$ cat src/rtl/spg_pkg.sv
// ----------------------------------------------------------------------------
// spg_pkg
// Shared types and constants for the step/direction pulse generator.
// ----------------------------------------------------------------------------
`default_nettype none

package spg_pkg;

   // Fixed field layout: four motors, 16-bit signed rates
   localparam int FIELD_MOTORS = 4;
   localparam int RATE_W       = 16;
   localparam int MAG_W        = RATE_W + 1;   // holds 32768
   localparam int IDX_W        = 2;
   localparam int CNT_W        = 19;
   localparam logic [CNT_W-1:0] COUNT_MAX = {CNT_W{1'b1}};

   // Parameter defaults
   localparam int NUM_MOTORS_DEF       = 4;
   localparam int MAX_RATE_DEF         = 4000;
   localparam int TICKS_PER_SECOND_DEF = 1000000;

   localparam logic [FIELD_MOTORS-1:0] DIR_INVERT_RESET = 4'd10;

   // Controller to datapath commands
   typedef struct packed {
      logic             capture;    // latch request payload
      logic             div_init;   // load divisor for motor idx
      logic             div_step;   // one restoring-division step
      logic             store;      // write half period for motor idx
      logic             tick;       // advance all motors by one tick
      logic             out_load;   // load result register
      logic [IDX_W-1:0] idx;
   } spg_cmd_type;

   // Datapath to controller status
   typedef struct packed {
      logic div_last;               // current step is the final one
   } spg_status_type;

endpackage

`default_nettype wire

$ cat src/rtl/spg_ctrl.sv
// ----------------------------------------------------------------------------
// spg_ctrl
// Sequencer: accepts items, runs the per-motor divisions or the tick update,
// and hands results to the output register.
// ----------------------------------------------------------------------------
`default_nettype none

module spg_ctrl
   import spg_pkg::*;
#(
   parameter int NUM_MOTORS = NUM_MOTORS_DEF
) (
   input  wire logic           clock,
   input  wire logic           reset,
   input  wire logic           req_tvalid,
   output logic                req_tready,
   input  wire logic           req_tuser,
   output logic                rsp_tvalid,
   input  wire logic           rsp_tready,
   output spg_cmd_type         cmd,
   input  wire spg_status_type status
);

   localparam int NUM_ACT = (NUM_MOTORS < FIELD_MOTORS) ? NUM_MOTORS : FIELD_MOTORS;
   localparam logic [IDX_W-1:0] LAST_IDX = IDX_W'(NUM_ACT - 1);

   localparam logic [2:0] S_IDLE     = 3'd0;
   localparam logic [2:0] S_DIV_INIT = 3'd1;
   localparam logic [2:0] S_DIV_STEP = 3'd2;
   localparam logic [2:0] S_STORE    = 3'd3;
   localparam logic [2:0] S_TICK     = 3'd4;
   localparam logic [2:0] S_RESP     = 3'd5;

   logic [2:0]       state_ff, state_in;
   logic [IDX_W-1:0] idx_ff, idx_in;
   logic             rsp_valid_ff, rsp_valid_in;
   logic             out_free;

   assign out_free   = !rsp_valid_ff || rsp_tready;
   assign req_tready = (state_ff == S_IDLE);
   assign rsp_tvalid = rsp_valid_ff;

   // Next state and commands
   always_comb begin
      state_in     = state_ff;
      idx_in       = idx_ff;
      rsp_valid_in = rsp_valid_ff && !rsp_tready;
      cmd          = '0;
      cmd.idx      = idx_ff;
      case (state_ff)
         S_IDLE: begin
            if (req_tvalid) begin
               cmd.capture = 1'b1;
               idx_in      = '0;
               state_in    = req_tuser ? S_TICK : S_DIV_INIT;
            end
         end
         S_DIV_INIT: begin
            cmd.div_init = 1'b1;
            state_in     = S_DIV_STEP;
         end
         S_DIV_STEP: begin
            cmd.div_step = 1'b1;
            if (status.div_last) begin
               state_in = S_STORE;
            end
         end
         S_STORE: begin
            cmd.store = 1'b1;
            if (idx_ff == LAST_IDX) begin
               state_in = S_RESP;
            end else begin
               idx_in   = idx_ff + 1'b1;
               state_in = S_DIV_INIT;
            end
         end
         S_TICK: begin
            cmd.tick = 1'b1;
            state_in = S_RESP;
         end
         S_RESP: begin
            if (out_free) begin
               cmd.out_load = 1'b1;
               rsp_valid_in = 1'b1;
               state_in     = S_IDLE;
            end
         end
         default: begin
            state_in = S_IDLE;
         end
      endcase
   end

   // State registers
   always_ff @(posedge clock) begin
      if (reset) begin
         state_ff     <= S_IDLE;
         idx_ff       <= '0;
         rsp_valid_ff <= 1'b0;
      end else begin
         state_ff     <= state_in;
         idx_ff       <= idx_in;
         rsp_valid_ff <= rsp_valid_in;
      end
   end

endmodule

`default_nettype wire

$ cat src/rtl/spg_datapath.sv
// ----------------------------------------------------------------------------
// spg_datapath
// Rate capture, serial half-period divider, per-motor counters and step
// levels, direction polarity register and result register.
// ----------------------------------------------------------------------------
`default_nettype none

module spg_datapath
   import spg_pkg::*;
#(
   parameter int NUM_MOTORS       = NUM_MOTORS_DEF,
   parameter int MAX_RATE         = MAX_RATE_DEF,
   parameter int TICKS_PER_SECOND = TICKS_PER_SECOND_DEF
) (
   input  wire logic                           clock,
   input  wire logic                           reset,
   input  wire logic [FIELD_MOTORS*RATE_W-1:0] req_tdata,
   input  wire logic                           csr_valid,
   input  wire logic [FIELD_MOTORS-1:0]        csr_data,
   input  wire spg_cmd_type                    cmd,
   output spg_status_type                      status,
   output logic [2*FIELD_MOTORS-1:0]           rsp_tdata,
   output logic [FIELD_MOTORS-1:0]             active_mask
);

   localparam int NUM_ACT = (NUM_MOTORS < FIELD_MOTORS) ? NUM_MOTORS : FIELD_MOTORS;
   localparam int DIV_W   = $clog2(TICKS_PER_SECOND + 1);
   localparam int DC_W    = $clog2(DIV_W);
   localparam int DSR_W   = MAG_W + 1;
   localparam int REM_W   = DSR_W + 1;
   localparam int QX_W    = (DIV_W > CNT_W) ? DIV_W : CNT_W;
   localparam logic [DIV_W-1:0] DIVIDEND = DIV_W'(TICKS_PER_SECOND);
   localparam logic [MAG_W-1:0] MAG_LIMIT = MAG_W'(MAX_RATE);
   localparam logic [DC_W-1:0]  DC_TOP    = DC_W'(DIV_W - 1);

   // Captured rates and divider registers
   logic [FIELD_MOTORS*RATE_W-1:0] rates_ff, rates_in;
   logic [DSR_W-1:0] divisor_ff, divisor_in;
   logic             zero_ff, zero_in;
   logic             neg_ff, neg_in;
   logic [REM_W-1:0] rem_ff, rem_in;
   logic [DIV_W-1:0] quot_ff, quot_in;
   logic [DC_W-1:0]  dcnt_ff, dcnt_in;

   // Per-motor state
   logic [CNT_W-1:0]        hp_ff [FIELD_MOTORS];
   logic [CNT_W-1:0]        hp_in [FIELD_MOTORS];
   logic [CNT_W-1:0]        el_ff [FIELD_MOTORS];
   logic [CNT_W-1:0]        el_in [FIELD_MOTORS];
   logic [FIELD_MOTORS-1:0] act_ff, act_in;
   logic [FIELD_MOTORS-1:0] step_ff, step_in;
   logic [FIELD_MOTORS-1:0] rev_ff, rev_in;
   logic [FIELD_MOTORS-1:0] dinv_ff, dinv_in;
   logic [2*FIELD_MOTORS-1:0] out_ff, out_in;

   logic [RATE_W-1:0] raw;
   logic [MAG_W-1:0]  mag, mag_sat;
   logic [REM_W-1:0]  rem_sh;
   logic              ge;
   logic [QX_W-1:0]   q_ext;
   logic [CNT_W-1:0]  hp_new;
   logic [CNT_W-1:0]  el_inc;

   assign status.div_last = (dcnt_ff == '0);
   assign rsp_tdata       = out_ff;
   assign active_mask     = FIELD_MOTORS'((1 << NUM_ACT) - 1);

   // Rate magnitude with saturation
   always_comb begin
      raw     = rates_ff[cmd.idx*RATE_W +: RATE_W];
      mag     = raw[RATE_W-1] ? (MAG_W'(1 << RATE_W) - {1'b0, raw}) : {1'b0, raw};
      mag_sat = (mag > MAG_LIMIT) ? MAG_LIMIT : mag;
   end

   // Restoring division step and quotient clamp
   always_comb begin
      rem_sh = {rem_ff[REM_W-2:0], DIVIDEND[dcnt_ff]};
      ge     = (rem_sh >= {1'b0, divisor_ff});
      q_ext  = QX_W'(quot_ff);
      hp_new = (q_ext > QX_W'(COUNT_MAX)) ? COUNT_MAX : q_ext[CNT_W-1:0];
   end

   // Divider next values
   always_comb begin
      rates_in   = cmd.capture ? req_tdata : rates_ff;
      divisor_in = divisor_ff;
      zero_in    = zero_ff;
      neg_in     = neg_ff;
      rem_in     = rem_ff;
      quot_in    = quot_ff;
      dcnt_in    = dcnt_ff;
      if (cmd.div_init) begin
         divisor_in = {mag_sat, 1'b0};
         zero_in    = (mag_sat == '0);
         neg_in     = raw[RATE_W-1];
         rem_in     = '0;
         quot_in    = '0;
         dcnt_in    = DC_TOP;
      end else if (cmd.div_step) begin
         rem_in  = ge ? (rem_sh - {1'b0, divisor_ff}) : rem_sh;
         quot_in = {quot_ff[DIV_W-2:0], ge};
         dcnt_in = dcnt_ff - 1'b1;
      end
   end

   // Motor state: rate load and tick update
   always_comb begin
      act_in  = act_ff;
      step_in = step_ff;
      rev_in  = rev_ff;
      el_inc  = '0;
      for (int i = 0; i < FIELD_MOTORS; i++) begin
         hp_in[i] = hp_ff[i];
         el_in[i] = el_ff[i];
      end
      if (cmd.store) begin
         hp_in[cmd.idx]  = zero_ff ? '0 : hp_new;
         act_in[cmd.idx] = !zero_ff;
         rev_in[cmd.idx] = neg_ff;
      end else if (cmd.tick) begin
         for (int i = 0; i < FIELD_MOTORS; i++) begin
            el_inc = (el_ff[i] < COUNT_MAX) ? el_ff[i] + 1'b1 : el_ff[i];
            if (act_ff[i]) begin
               if (el_inc >= hp_ff[i]) begin
                  step_in[i] = !step_ff[i];
                  el_in[i]   = '0;
               end else begin
                  el_in[i] = el_inc;
               end
            end
         end
      end
   end

   // Direction polarity and result
   assign dinv_in = csr_valid ? csr_data : dinv_ff;
   assign out_in  = cmd.out_load ? {rev_ff ^ dinv_ff, step_ff} : out_ff;

   // Control state
   always_ff @(posedge clock) begin
      if (reset) begin
         act_ff  <= '0;
         step_ff <= '0;
         rev_ff  <= '0;
         dinv_ff <= DIR_INVERT_RESET;
         for (int i = 0; i < FIELD_MOTORS; i++) begin
            hp_ff[i] <= '0;
            el_ff[i] <= '0;
         end
      end else begin
         act_ff  <= act_in;
         step_ff <= step_in;
         rev_ff  <= rev_in;
         dinv_ff <= dinv_in;
         for (int i = 0; i < FIELD_MOTORS; i++) begin
            hp_ff[i] <= hp_in[i];
            el_ff[i] <= el_in[i];
         end
      end
   end

   // Payload registers
   always_ff @(posedge clock) begin
      rates_ff   <= rates_in;
      divisor_ff <= divisor_in;
      zero_ff    <= zero_in;
      neg_ff     <= neg_in;
      rem_ff     <= rem_in;
      quot_ff    <= quot_in;
      dcnt_ff    <= dcnt_in;
      out_ff     <= out_in;
   end

endmodule

`default_nettype wire

$ cat src/rtl/four_channel_step_pulse_generator_top.sv
// ----------------------------------------------------------------------------
// four_channel_step_pulse_generator_top
// Step/direction pulse generator for four stepper motors.
// ----------------------------------------------------------------------------
// Usage:
//   req_* carries one item: tuser = 1 is a one-microsecond tick, tuser = 0
//   loads four signed step rates from tdata. Every item returns one rsp_*
//   item with the current step and direction levels.
//   csr_* writes the 4-bit direction invert mask; it is always ready and
//   should be written only while no item is in flight.
// Sequencing:
//   A tick item runs S_TICK, then S_RESP, where its result is loaded once the
//   output register is free. A set item runs one restoring division per
//   configured motor, one quotient bit a cycle: S_DIV_INIT, S_DIV_STEP for each
//   of the clog2(TICKS_PER_SECOND+1) quotient bits and S_STORE, then S_RESP
//   after the last motor. One item is processed at a time; req_tready returns
//   the cycle after the result is loaded into the output register.
// Reset:
//   Counters and step levels clear; captured rates are not reset; the invert mask loads 4'b1010.
// Stall:
//   The result register holds while rsp_tready is low. The next item may still
//   be accepted and processed; its result waits until the register is taken,
//   and no further item is accepted until then.
// ----------------------------------------------------------------------------
`default_nettype none

module four_channel_step_pulse_generator_top
   import spg_pkg::*;
#(
   parameter int NUM_MOTORS       = NUM_MOTORS_DEF,
   parameter int MAX_RATE         = MAX_RATE_DEF,
   parameter int TICKS_PER_SECOND = TICKS_PER_SECOND_DEF
) (
   input  wire logic                           clock,
   input  wire logic                           reset,
   // request channel
   input  wire logic                           req_tvalid,
   output logic                                req_tready,
   // tdata: rate_front_left, rate_front_right, rate_rear_left, rate_rear_right
   input  wire logic [FIELD_MOTORS*RATE_W-1:0] req_tdata,
   // tuser: cmd
   input  wire logic                           req_tuser,
   // response channel
   output logic                                rsp_tvalid,
   input  wire logic                           rsp_tready,
   // tdata: step_levels[3:0], dir_levels[7:4]
   output logic [2*FIELD_MOTORS-1:0]           rsp_tdata,
   // direction invert register
   input  wire logic                           csr_valid,
   output logic                                csr_ready,
   input  wire logic [FIELD_MOTORS-1:0]        csr_data
);

   spg_cmd_type             cmd;
   spg_status_type          status;
   logic [FIELD_MOTORS-1:0] active_mask;

   assign csr_ready = 1'b1;

   spg_ctrl #(
      .NUM_MOTORS (NUM_MOTORS)
   ) u_ctrl (
      .clock      (clock),
      .reset      (reset),
      .req_tvalid (req_tvalid),
      .req_tready (req_tready),
      .req_tuser  (req_tuser),
      .rsp_tvalid (rsp_tvalid),
      .rsp_tready (rsp_tready),
      .cmd        (cmd),
      .status     (status)
   );

   spg_datapath #(
      .NUM_MOTORS       (NUM_MOTORS),
      .MAX_RATE         (MAX_RATE),
      .TICKS_PER_SECOND (TICKS_PER_SECOND)
   ) u_datapath (
      .clock       (clock),
      .reset       (reset),
      .req_tdata   (req_tdata),
      .csr_valid   (csr_valid),
      .csr_data    (csr_data),
      .cmd         (cmd),
      .status      (status),
      .rsp_tdata   (rsp_tdata),
      .active_mask (active_mask)
   );

   // One item in flight: an accepted item closes the input the next cycle
   a_one_in_flight: assert property (@(posedge clock) disable iff (reset)
      req_tvalid && req_tready |=> !req_tready)
      else $error("request accepted while an item was in flight");

   // Motors beyond the configured count never step
   a_inactive_quiet: assert property (@(posedge clock) disable iff (reset)
      rsp_tvalid |-> ((rsp_tdata[FIELD_MOTORS-1:0] & ~active_mask) == '0))
      else $error("inactive motor shows a step level");

   // Tick, divider, store and output-load commands never overlap
   a_cmd_exclusive: assert property (@(posedge clock) disable iff (reset)
      $onehot0({cmd.div_init, cmd.div_step, cmd.store, cmd.tick, cmd.out_load}))
      else $error("conflicting datapath commands");

   // A result is loaded only when the output register is free
   a_no_overwrite: assert property (@(posedge clock) disable iff (reset)
      cmd.out_load |-> (!rsp_tvalid || rsp_tready))
      else $error("result register overwritten before it was taken");

endmodule

`default_nettype wire
$ cat config.mk
export PLATFORM = sky130hd
export DESIGN_NAME = four_channel_step_pulse_generator_top
export DESIGN_NICKNAME = d
export VERILOG_FILES = /design/src/rtl/spg_pkg.sv /design/src/rtl/spg_ctrl.sv /design/src/rtl/spg_datapath.sv /design/src/rtl/four_channel_step_pulse_generator_top.sv
export SDC_FILE = /design/constraint.sdc
export NUM_CORES = 1
export LEC_CHECK = 0
export BUFFER_PORTS_ARGS = -buffer_cell sky130_fd_sc_hd__buf_2
export CORE_ASPECT_RATIO = 1.75
export CORE_MARGIN = 2
export CORE_UTILIZATION = 51
export DETAILED_ROUTE_END_ITERATION = 10
export PLACE_DENSITY = 0.78
export SLEW_MARGIN = 30
export SYNTH_ARGS = -nofsm -noshare
export SYNTH_HDL_FRONTEND = slang
export SYNTH_SLANG_ARGS = --single-unit
$ cat constraint.sdc
create_clock -name clock -period 4.35 [get_ports clock]
set_input_delay 0 -clock clock [delete_from_list [all_inputs] [get_ports clock]]
set_output_delay 0 -clock clock [all_outputs]
set_load 0.1 [all_outputs]
* After elaboration in Yosys (flattened, before gate mapping)
Memories as Yosys holds them, arrays and structs flattened. A register that Yosys moved wholly into a read port is not among the register bits. Cells that the tools add are included.
Word-level totals: bits in latches 0, output and inout bits 11, memories kept 3, bits in registers 156, bits in read-only memories 32, bits in writable memories 152, logic and storage cells 148, input port bits 74
Operators by class: reduce and logical (&&, ||, !) cells 21, $lt $le $gt $ge 16, add/sub/neg operators 8, equal/unequal tests 10, div/mod/pow operators 0, bitwise operators 11, shift operators 1, multiply operators 0, mux-type cells 60
Memories:
- u_datapath.el_ff | depth 4, width 19, rd ports 4, clocked after Yosys merged registers in 0, write ports 4, RTL line spg_datapath.sv:48 | logic [CNT_W-1:0] el_ff [FIELD_MOTORS];
- u_datapath.hp_ff | depth 4, width 19, rd ports 4, clocked after Yosys merged registers in 0, write ports 4, RTL line spg_datapath.sv:46 | logic [CNT_W-1:0] hp_ff [FIELD_MOTORS];
- (no name shown) | depth 32, width 1, rd ports 1, clocked after Yosys merged registers in 1, write ports 0, RTL line spg_datapath.sv:77 | rem_sh = {rem_ff[REM_W-2:0], DIVIDEND[dcnt_ff]};
Operator list (number):
- $mux W19 | 23
- $mux W76 | 3
- $add A19 B1 Y19 const B | 4
- $bwmux W76 | 1
- $ge A19 B19 Y1 | 4
- $lt A19 B19 Y1 const B | 4
- $shiftx A64 B7 Y16 | 1
- $demux W19 S2 | 1
- $mux W17 | 2
- $gt A20 B19 Y1 const B | 1
- $ge A19 B18 Y1 | 1
- $mux W18 | 1
- $pmux W3 S6 | 1
- $sub A18 B18 Y18 | 1
- $gt A17 B12 Y1 const B | 1
- $logic_not A17 Y1 | 1
- $sub A17 B16 Y17 const A | 1
- $reduce_and A4 Y1 | 4
- $mux W1 | 15
- $mux W3 | 5
- $mux W5 | 2
- $bwmux W4 | 2
- $or A1 B1 Y1 | 8
- $logic_not A1 Y1 | 7
- 25 further kinds | 33

* Depth between registers and ports, before layout
Gate-level depths: netlist of run 1. An unclocked memory read counts as a cell.
depth after elaboration 9, gate-level depth with buffers 18, mapped depth without buffers 16

* Cells and area by module
A second synthesis of run 1 with hierarchy kept.
Unflattened totals: cell total of the unflattened synthesis 1817, area total of the unflattened synthesis 16294.4 µm²
Modules (own cells, without submodules):
- spg_datapath | cells each 1775, sequential area each 6976.7 µm², instances 1, area each 15930.3 µm²
- spg_ctrl | cells each 40, sequential area each 120.1 µm², instances 1, area each 352.8 µm²
- four_channel_step_pulse_generator_top | cells each 2, sequential area each 0.0 µm², instances 1, area each 11.3 µm²

* Worst setup path after synthesis of run 1
No wires, ideal clock.
path type register to register, from register u_ctrl.state_ff[2], to register u_ctrl.idx_ff[0], arrival time 4.815 ns, clock period less this slack 4.942 ns, path slack -0.592 ns, stages on the path, launching flop included 7, cells stage by stage dfxtp_1 clkbuf_1 nor3_1 and2_1 nor2_1 a21oi_1 nor2_1
On the way: cells in the longest elaborated chain, start to end 3, elaborated cells between the ends (all ways) 7
Ends and longest elaborated chain:
- start, declared | RTL line spg_ctrl.sv:34 | logic [2:0] state_ff, state_in;
- start signal, assigned | RTL line spg_ctrl.sv:101 | state_ff <= state_in;
- $logic_not A3 Y1 (*)
- net req_tready | RTL line four_channel_step_pulse_generator_top.sv:38 | output logic req_tready,
- $ne A2 B2 Y1 (no source line) / $reduce_bool A2 Y1 (equally long branches)
- $reduce_and A3 Y1 (no source line)
- end signal, assigned | RTL line spg_ctrl.sv:102 | idx_ff <= idx_in;
- end, declared | RTL line spg_ctrl.sv:35 | logic [IDX_W-1:0] idx_ff, idx_in;
Mark *: on every way through the listed nets, which the timed path passes. The rest lies on a longest branch. A chain may end at the register's enable or synchronous reset.

==> impl_metrics.ini, run 1 <==
[power]
powerDensity_nw_per_um2 = 438
internal-power_w = 0.00557
swShare_pct = 32.0
p_switching_w = 0.00262
vdd_ir_drop_max_v = 0.000380
p_clk_share_pct = 32.1
pwr-share-seq_pct = 43.4
leakage_nw = 7.13
combPwrFrac_pct = 24.4

[setup_path]
crit_slowest_cell = dfxtp_1
crit_path_start_kind = flop
crit_arrival_ns = 4.45
reg2reg_slack_ns = 0.40
endpoint_kind = flop
crit_path_end = u_datapath.el_ff[3][17]
path_buf_inv = 1
cpPeakStageDelay_ns = 0.46
r2r_end = u_datapath.el_ff[3][17]
cpMostUsedCell = a21o_1
crit_required_ns = 4.85
crit_family = compound AO/OA/AOI/OAI gates
rr_worst_depth = 16
crit_cells = 16
r2r_start = u_datapath.el_ff[3][5]
path_class = reg2reg
path_max_fanout = 13
crit_path_start = u_datapath.el_ff[3][5]
crit_chain = and4_1 -> and3_1 -> nand3_1 -> and3_1 -> nand3_1 -> xnor2_1 -> ha_1 -> a21o_1 -> a21o_1 -> a21o_1 -> a221oi_1 -> a21bo_2 -> nand2_2 -> buf_4 -> a41oi_1 -> a21oi_1

[synth]
synth_top_family_by_area = simple AND/OR/NAND/NOR gates
synthSimpleGateAreaFrac_pct = 20.1
yosys-top-cells-area = dfxtp_1 27%, edfxtp_1 17%, ha_1 8.0%
yosysTopAreaCell = dfxtp_1
synth_seq_area_share_pct = 43.9
ys_types = 76
muxShareOfSynthArea_pct = 3.78
synth_xor_area_share_pct = 5.36
synthCells = 1835
synth_flop_cell = dfxtp_1
async_flop_share_pct = 0
synth.cell_area_sq_um = 16200
synth_edf_count = 91
ys_ff_latch = 309
avgSynthCellArea_sq_um = 8.82
yosys.area_share.adder_pct = 8.09
yosysTopAreaCellShare_pct = 27.0
synth_compound_gate_area_share_pct = 13.9
yosysWarningCount = 0

[min_path]
min_from = req_tdata[59]
hold_class = in2reg

[drt]
dr_total_vias = 13700
ant_nets = 0
vias_per_cell = 5.74
drtPass1Iterations = 5
routed_wl_um = 40400
drt_iter0_drc = 836
post_drt_wl_per_cell_um = 16.9
drc_errors = 0

[timing]
post-route-period-util_pct = 90.9
fin_ws_ns = 0.398
worstMarginPinSlew_ns = 0.880
min_period_ns = 3.95
setup_tns_ns = 0
fin_skew_ns = 0.0109
slew_violations = 0
hold_viol_final = 0
slew_headroom_pct = 41.3
fmax_ghz = 0.253
final-setup-viol-count = 0
rsz0062_at_grt = false

[floorplanning]
start_util_pct = 51.5
fp.coreArea_sq_um = 31400
num_rows = 86
die_w_um = 139
die-height_um = 240
die-area_sq_um = 33200
ioPinCount = 85

[final_layout]
syn_to_final_growth_pct = 15.5
fin_util_pct = 59.5
drive_gt1_share_pct = 9.37
antenna_cells = 0
final_common_cell = nand2_1
fill_cells = 2661
fin_nets = 2141
mostFrequentLayoutCells = 302 x nand2_1, 218 x dfxtp_1, 181 x a21oi_1

[clock_tree]
cts_inserted_buffers = 29
clock_latency_ns = 0.57
clockRootBuffer = clkbuf_16
cts_tree = built
ctsHtreeMaxLevel = 1
cts_num_sinks = 309
cts.clk_slew.worst_paths_ns = 0.07
clock_path_buffers = 3

[flow_run]
drv_cap = 0

[global_route]
grt_pass1_vias = 13800
grt_pass1_wl_um = 65100
grtUsageTotal_pct = 23.8
grt_start_max_net_pins = 68
antenna_found_initial = 0
grt_overflow = 0

[placement]
gp_congestion = 0.916
port_buffers = 83
dp_slack_ns = 0.297
place_hpwl_um = 27400

[run_status]
status = finished, final reports clean
## cells by family after synthesis
family                   Yosys count
AO/OA/AOI/OAI                    367
XOR/XNOR                          99
adder cells (fa/ha/maj)          104
buffers and inverters            201
flip-flops                       309
multiplexers                      40
other                              2
AND/OR/NAND/NOR                  713
## power by group through the flow
stage                     sequential [W]  clock (W)  combinational, W
after floorplan                  0.00359          0           0.00144
after global placement           0.00359          0           0.00184
after detailed placement         0.00361          0           0.00190
final                            0.00355    0.00263           0.00200
after global routing             0.00358    0.00279           0.00220
after CTS                        0.00355    0.00266           0.00197
## area by class of cell
type                       count  area, sq um  share of cell area (%)
sequential                   309         7100                    38.0
clock buffer                  32          737                    3.94
clock inverter                22          241                    1.29
timing repair buffer         181         1350                    7.22
multi-input combinational   1329         8340                    44.6
inverter                     113          424                    2.27
tap                          396          495                    2.65
## cells in the mapped netlist (6+ instances only)
| cell type | instances |
|---|---|
| nand4_1 | 24 |
| and3_1 | 33 |
| edfxtp_1 | 91 |
| xnor2_1 | 62 |
| nor2b_1 | 14 |
| o21ai_0 | 54 |
| inv_1 | 112 |
| nand2b_1 | 20 |
| clkbuf_1 | 77 |
| a32o_1 | 15 |
| xor2_1 | 37 |
| mux4_2 | 10 |
| mux2i_1 | 24 |
| a211oi_1 | 9 |
| o31ai_1 | 6 |
| a22o_1 | 12 |
| nor2_1 | 143 |
| dfxtp_1 | 218 |
| nor3_1 | 30 |
| and2_1 | 8 |
| nand3_1 | 82 |
| a31oi_1 | 17 |
| or3_1 | 12 |
| nor4_1 | 16 |
| nand2_1 | 303 |
| ha_1 | 103 |
| a21o_1 | 28 |
| a21oi_1 | 181 |
## registers in the layout, summed over array words and instances, names as in the netlist
| register | flops |
|---|---|
| u_datapath.dcnt_ff | 5 |
| u_datapath.act_ff | 4 |
| u_ctrl.state_ff | 3 |
| u_datapath.zero_ff | 1 |
| u_datapath.rates_ff | 64 |
| u_datapath.rsp_tdata | 8 |
| u_datapath.hp_ff | 76 |
| u_datapath.el_ff | 76 |
| u_ctrl.idx_ff | 2 |
| u_datapath.rem_sh | 1 |
| u_datapath.rem_ff | 18 |
| u_datapath.step_ff | 4 |
| u_datapath.divisor_ff | 17 |
| u_datapath.q_ext | 20 |
| u_datapath.rev_ff | 4 |
| u_ctrl.rsp_tvalid | 1 |
| u_datapath.neg_ff | 1 |
| u_datapath.dinv_ff | 4 |
## stage by stage
step                      instances  hold WS (ns)  area (sq um)  total power (W)
after floorplan                1839        0.0989         16200          0.00503
after global placement         2250         0.176         16900          0.00543
after detailed placement       2250         0.178         16900          0.00550
after CTS                      2382         0.110         18700          0.00817
after global routing           2382         0.122         18700          0.00857
final                          2382         0.135         18700          0.00818
## layer usage
metal | up-vias | part of all wire, % | routed length, um | global-route usage, %
li1 | 6675 | - | - | -
met1 | 6479 | 36 | 14700 | 23.3
met2 | 368 | 54 | 21700 | 46.9
met3 | 140 | 3.7 | 1500 | 2.82
met4 | 0 | 6.2 | 2510 | 14.7
met5 | - | 0 | 0 | 0
## how the worst min path moves through the flow
| stage | end | slack, ns | depth (start not counted) |
|---|---|---|---|
| global placement | u_datapath.rates_ff[33] | 0.18 | 1 |
| finish | u_datapath.rates_ff[59] | 0.14 | 2 |
| detailed placement | u_datapath.rates_ff[4] | 0.18 | 1 |
| CTS | u_datapath.rates_ff[24] | 0.11 | 2 |
| floorplan | u_datapath.rates_ff[0] | 0.1 | 0 |
| global route | u_datapath.rates_ff[61] | 0.12 | 2 |
## timing repair
action	4_1_cts	5_1_grt
endpoints found under the setup margin	0	6
hold buffers	78	0
endpoints found under the hold margin	112	0
buffers inserted	0	0
gates resized for setup	0	1
Power figures use the tool's default switching activity.
==> run 2: changes to the inputs <==
Settings changed: RECOVER_POWER set to 100.
==> impl_metrics.ini, run 2 (same netlist as run 1, synthesis figures left out) <==
[run_status]
status = complete, but fails checks
violations = capacitance limit, slew limit

[setup_path]
rr_worst_depth = 8
path_class = reg2reg
crit_required_ns = 4.68
crit_arrival_ns = 4.31
path_max_fanout = 13
crit_path_start_kind = flop
endpoint_kind = flop

[global_route]
grt_pass1_vias = 13800
met2_usage_pct = 46.9
grt_overflow = 0
grtUsageTotal_pct = 23.8
grtUsageMet3_pct = 2.82
top_usage_layer = met2
grt_pass1_wl_um = 65100
grt_start_max_net_pins = 68
antenna_found_initial = 0
use_met1_pct = 23.3

[min_path]
whs_path_depth = 2
hold_class = in2reg

[timing]
slew_headroom_pct = -86.1
rsz0062_at_grt = false
hold_viol_final = 0
worstMarginPinSlew_ns = 2.79
min_period_ns = 3.98
final-setup-viol-count = 0
fin_ws_ns = 0.371
post-route-period-util_pct = 91.5
fin_skew_ns = 0.0104
fmax_ghz = 0.251
setup_tns_ns = 0
slew_violations = 97

[final_layout]
fill_cells = 2692
syn_to_final_growth_pct = 15.0
fin_nets = 2141
final_common_cell = nand2_1
mostFrequentLayoutCells = 302 x nand2_1, 218 x dfxtp_1, 181 x a21oi_1
drive_gt1_share_pct = 7.80
final_cells = 2382
top_regs = u_datapath.el_ff x76, u_datapath.hp_ff x76, u_datapath.rates_ff x64
antenna_cells = 0

[floorplanning]
num_rows = 86
fp.coreArea_sq_um = 31400
ioPinCount = 85
die-height_um = 240
die_w_um = 139
die-area_sq_um = 33200
start_util_pct = 51.5

[drt]
drc_errors = 0
drtPass1Iterations = 5
vias_per_cell = 5.74
post_drt_wl_per_cell_um = 16.9
ant_nets = 0
dr_total_vias = 13700
routed_wl_um = 40400
drt_iter0_drc = 821

[clock_tree]
cts_inserted_buffers = 29
cts_tree = built
cts.clk_slew.worst_paths_ns = 0.07
clock_path_buffers = 3
clock_latency_ns = 0.57
clockRootBuffer = clkbuf_16
ctsHtreeMaxLevel = 1
cts_setup_buffers = 0
cts_num_sinks = 309

[placement]
gp_congestion = 0.916
place_hpwl_um = 27400
place_inst = 2250
port_buffers = 83
dp_slack_ns = 0.297

[power]
vdd_ir_drop_max_v = 0.000379
leakage_nw = 7.03
powerDensity_nw_per_um2 = 439

[flow_run]
drv_cap = 2
run 2: cell types whose count changed in the layout (fill, tap and decap cells not counted), sizes merged:
cell,delta
buf,-29
clkbuf,+29
run 2: final cells by class:
cell class,count,area [sq um],share of cell area (%)
multi-input combinational,1329,8320,44.7
clock inverter,22,241,1.30
inverter,113,424,2.28
timing repair buffer,181,1290,6.95
tap,396,495,2.66
sequential,309,7100,38.1
clock buffer,32,737,3.96
run 2: final timing paths:
path              slack (ns)                       end             startpoint
hold reg to reg         0.45   u_datapath.rsp_tdata[0]  u_datapath.step_ff[0]
setup / recovery        0.37  u_datapath.divisor_ff[5]       u_ctrl.idx_ff[0]
hold / removal          0.14   u_datapath.rates_ff[59]          req_tdata[59]
setup reg to reg        0.37  u_datapath.divisor_ff[5]       u_ctrl.idx_ff[0]
run 2: per-stage QoR:
step / power [W] / utilization, % / area, sq um / hold WS [ns]
after floorplan: 0.00503 / - / 16200 / 0.0989
after global placement: 0.00543 / 53.8 / 16900 / 0.176
after detailed placement: 0.00550 / 53.8 / 16900 / 0.178
after CTS: 0.00817 / 59.4 / 18700 / 0.110
after global routing: 0.00856 / 59.2 / 18600 / 0.122
final: 0.00816 / 59.2 / 18600 / 0.137
run 2: timing repair:
action                                  in CTS  in global routing
hold buffers                                78                  0
endpoints found under the setup margin       0                  6
resized for setup                            0                  1
hold endpoints to repair                   112                  0
run 2: routing by layer:
metal / vias to the layer above / wire length, um
li1: 6684 / -
met1: 6472 / 14700
met2: 386 / 21700
met3: 138 / 1560
met4: 0 / 2420
met5: - / 0
run 2: where the power goes:
group          switching, W  total (W)  leakage, nW  internal, W
combinational       0.00126    0.00197         3.97     0.000707
clock               0.00116    0.00263        0.452      0.00147
sequential         0.000187    0.00356         2.60      0.00338
run 2: critical path, cell delays in order, from the launching register on:
cell and delay [ns]:
dfxtp_1 0.65, buf_4 0.36, mux4_1 0.64, nor3_1 0.55, a31oi_2 0.20, xnor2_1 0.20, or3_1 0.42, or4b_4 0.52
and3_1 0.20
==> run 3: changes to the inputs <==
Settings changed: CORE_UTILIZATION 51 to 50, CTS_CLUSTER_DIAMETER set to 120, PLACE_DENSITY 0.78 to 0.77, REMOVE_ABC_BUFFERS set to 1.
==> impl_metrics.ini, run 3 (same netlist as run 1, synthesis figures left out) <==
[clock_tree]
cts_num_sinks = 309
cts_resized = 0
clockRootBuffer = clkbuf_16
cts_inserted_buffers = 29
cts.clk_slew.worst_paths_ns = 0.07
clock_path_buffers = 3
clock_latency_ns = 0.56
cts_tree = built
ctsHtreeMaxLevel = 1

[global_route]
grtUsageTotal_pct = 23.7
antenna_found_initial = 0
grt_start_max_net_pins = 68
grt_pass1_wl_um = 66200
grt_overflow = 0
grt_pass1_vias = 13600

[run_status]
violations = DRC, capacitance limit, slew limit
status = complete, but fails checks

[placement]
place_area_sq_um = 16900
place_hpwl_um = 28000
port_buffers = 83
dp_slack_ns = 0.360
gp_congestion = 0.892

[setup_path]
crit_chain = nand3_1 -> nor3_1 -> nand3_1 -> or3_1 -> and3_1 -> nand3_1 -> xnor2_1 -> ha_1 -> a21o_1 -> a21o_1 -> a21oi_1 -> nor2b_1 -> o21ai_0 -> a21oi_1 -> o31ai_1 -> a211oi_1
crit_required_ns = 4.82
crit_arrival_ns = 4.54
path_max_fanout = 8
cpPeakStageDelay_ns = 0.44
endpoint_kind = flop
path_class = reg2reg
crit_slowest_cell = dfxtp_1
cpMostUsedCell = nand3_1
crit_path_start_kind = flop

[floorplanning]
ioPinCount = 85
fp.coreArea_sq_um = 32100
die-area_sq_um = 33900
die_w_um = 140
die-height_um = 242
start_util_pct = 50.4
num_rows = 87

[drt]
drtPass1Iterations = 8
dr_total_vias = 13600
ant_nets = 0
post_drt_wl_per_cell_um = 17.1
vias_per_cell = 5.72
routed_wl_um = 40800
drc_errors = 2
drt_iter0_drc = 965

[flow_run]
drv_cap = 4

[final_layout]
design_area_sq_um = 18600
final_common_cell = nand2_1
mostFrequentLayoutCells = 304 x nand2_1, 218 x dfxtp_1, 181 x a21oi_1
antenna_cells = 0
top_regs = u_datapath.el_ff x76, u_datapath.hp_ff x76, u_datapath.rates_ff x64
fin_nets = 2143
syn_to_final_growth_pct = 14.6
drive_gt1_share_pct = 7.65

[timing]
hold_viol_final = 0
holdWs_ns = 0.147
fin_skew_ns = 0.0112
rsz0062_at_grt = false
min_period_ns = 4.07
worstMarginPinSlew_ns = 2.17
post-route-period-util_pct = 93.6
final-setup-viol-count = 0
slew_violations = 137
fin_ws_ns = 0.279
fmax_ghz = 0.246
slew_headroom_pct = -44.9
setup_tns_ns = 0

[power]
combPwrFrac_pct = 24.7
leakage_nw = 7.02
p_clk_share_pct = 30.9
internal-power_w = 0.00541
powerDensity_nw_per_um2 = 432
pwr-share-seq_pct = 44.4
vdd_ir_drop_max_v = 0.000637
p_switching_w = 0.00261
swShare_pct = 32.5

[min_path]
hold_class = in2reg
-- run 3: cell types whose count changed in the layout (fill, tap and decap cells not counted), moves of 2 or more --
cell,previous run,this run
buf_4,12,17
bufinv_16,4,0
clkbuf_16,29,31
clkbuf_8,0,2
clkinv_2,2,5
clkinvlp_2,4,2
clkinvlp_4,5,3
nand2_1,302,304
nand2_2,2,0
-- run 3: power groups by stage --
stage | Clock [W] | Combinational [W] | Sequential [W]
finish | 0.00248 | 0.00198 | 0.00356
global route | 0.00264 | 0.00216 | 0.00359
CTS | 0.00251 | 0.00197 | 0.00354
detailed placement | 0 | 0.00190 | 0.00360
global placement | 0 | 0.00185 | 0.00358
floorplan | 0 | 0.00135 | 0.00361
-- run 3: worst paths after layout --
path	startpoint	to	slack [ns]	cells after the start
max	u_datapath.el_ff[2][3]	u_datapath.el_ff[2][15]	0.28	16
min	req_tdata[27]	u_datapath.rates_ff[27]	0.15	2
max reg2reg	u_datapath.el_ff[2][3]	u_datapath.el_ff[2][15]	0.28	16
min reg2reg	u_datapath.hp_ff[3][4]	u_datapath.hp_ff[3][4]	0.46	2
-- run 3: stage by stage --
step                      cells  utilization [%]  power (W)
after CTS                  2387             58.0    0.00802
after floorplan            1751                -    0.00496
after global routing       2387             57.8    0.00838
final                      2387             57.8    0.00802
after global placement     2257             52.7    0.00543
after detailed placement   2257             52.7    0.00550
-- run 3: area by class of cell --
| class | count | area [sq um] |
|---|---|---|
| Sequential cell | 309 | 7100 |
| Fill cell | 2714 | 13600 |
| Tap cell | 400 | 500 |
| Inverter | 113 | 424 |
| Timing Repair Buffer | 183 | 1310 |
| Multi-Input combinational cell | 1329 | 8300 |
| Clock buffer | 37 | 818 |
| Clock inverter | 16 | 97.6 |
-- run 3: what timing repair did --
| item | CTS | global route |
|---|---|---|
| hold endpoints to repair | 109 | 0 |
| buffers inserted | 0 | 0 |
| hold buffers | 77 | 0 |
-- run 3: metal layers --
metal  share of wire, %  GRT usage (%)  up-vias  wire length [um]
li1                   -              -     6670                 -
met1                 37           24.3     6435             14900
met2                 54           46.7      424             22000
met3                4.8           2.98      115              1950
met4                4.6           11.3        0              1890
met5                  0              0        -                 0
-- run 3: worst max-delay path, delay by kind of cell, from the launching register on --
family	cells	cell delay (ns)
DFF	1	0.44
adders and majority gates	1	0.28
AOI/OAI and AO/OA	7	1.53
and+or+nand+nor	7	1.54
xor gates and xnor gates	1	0.15
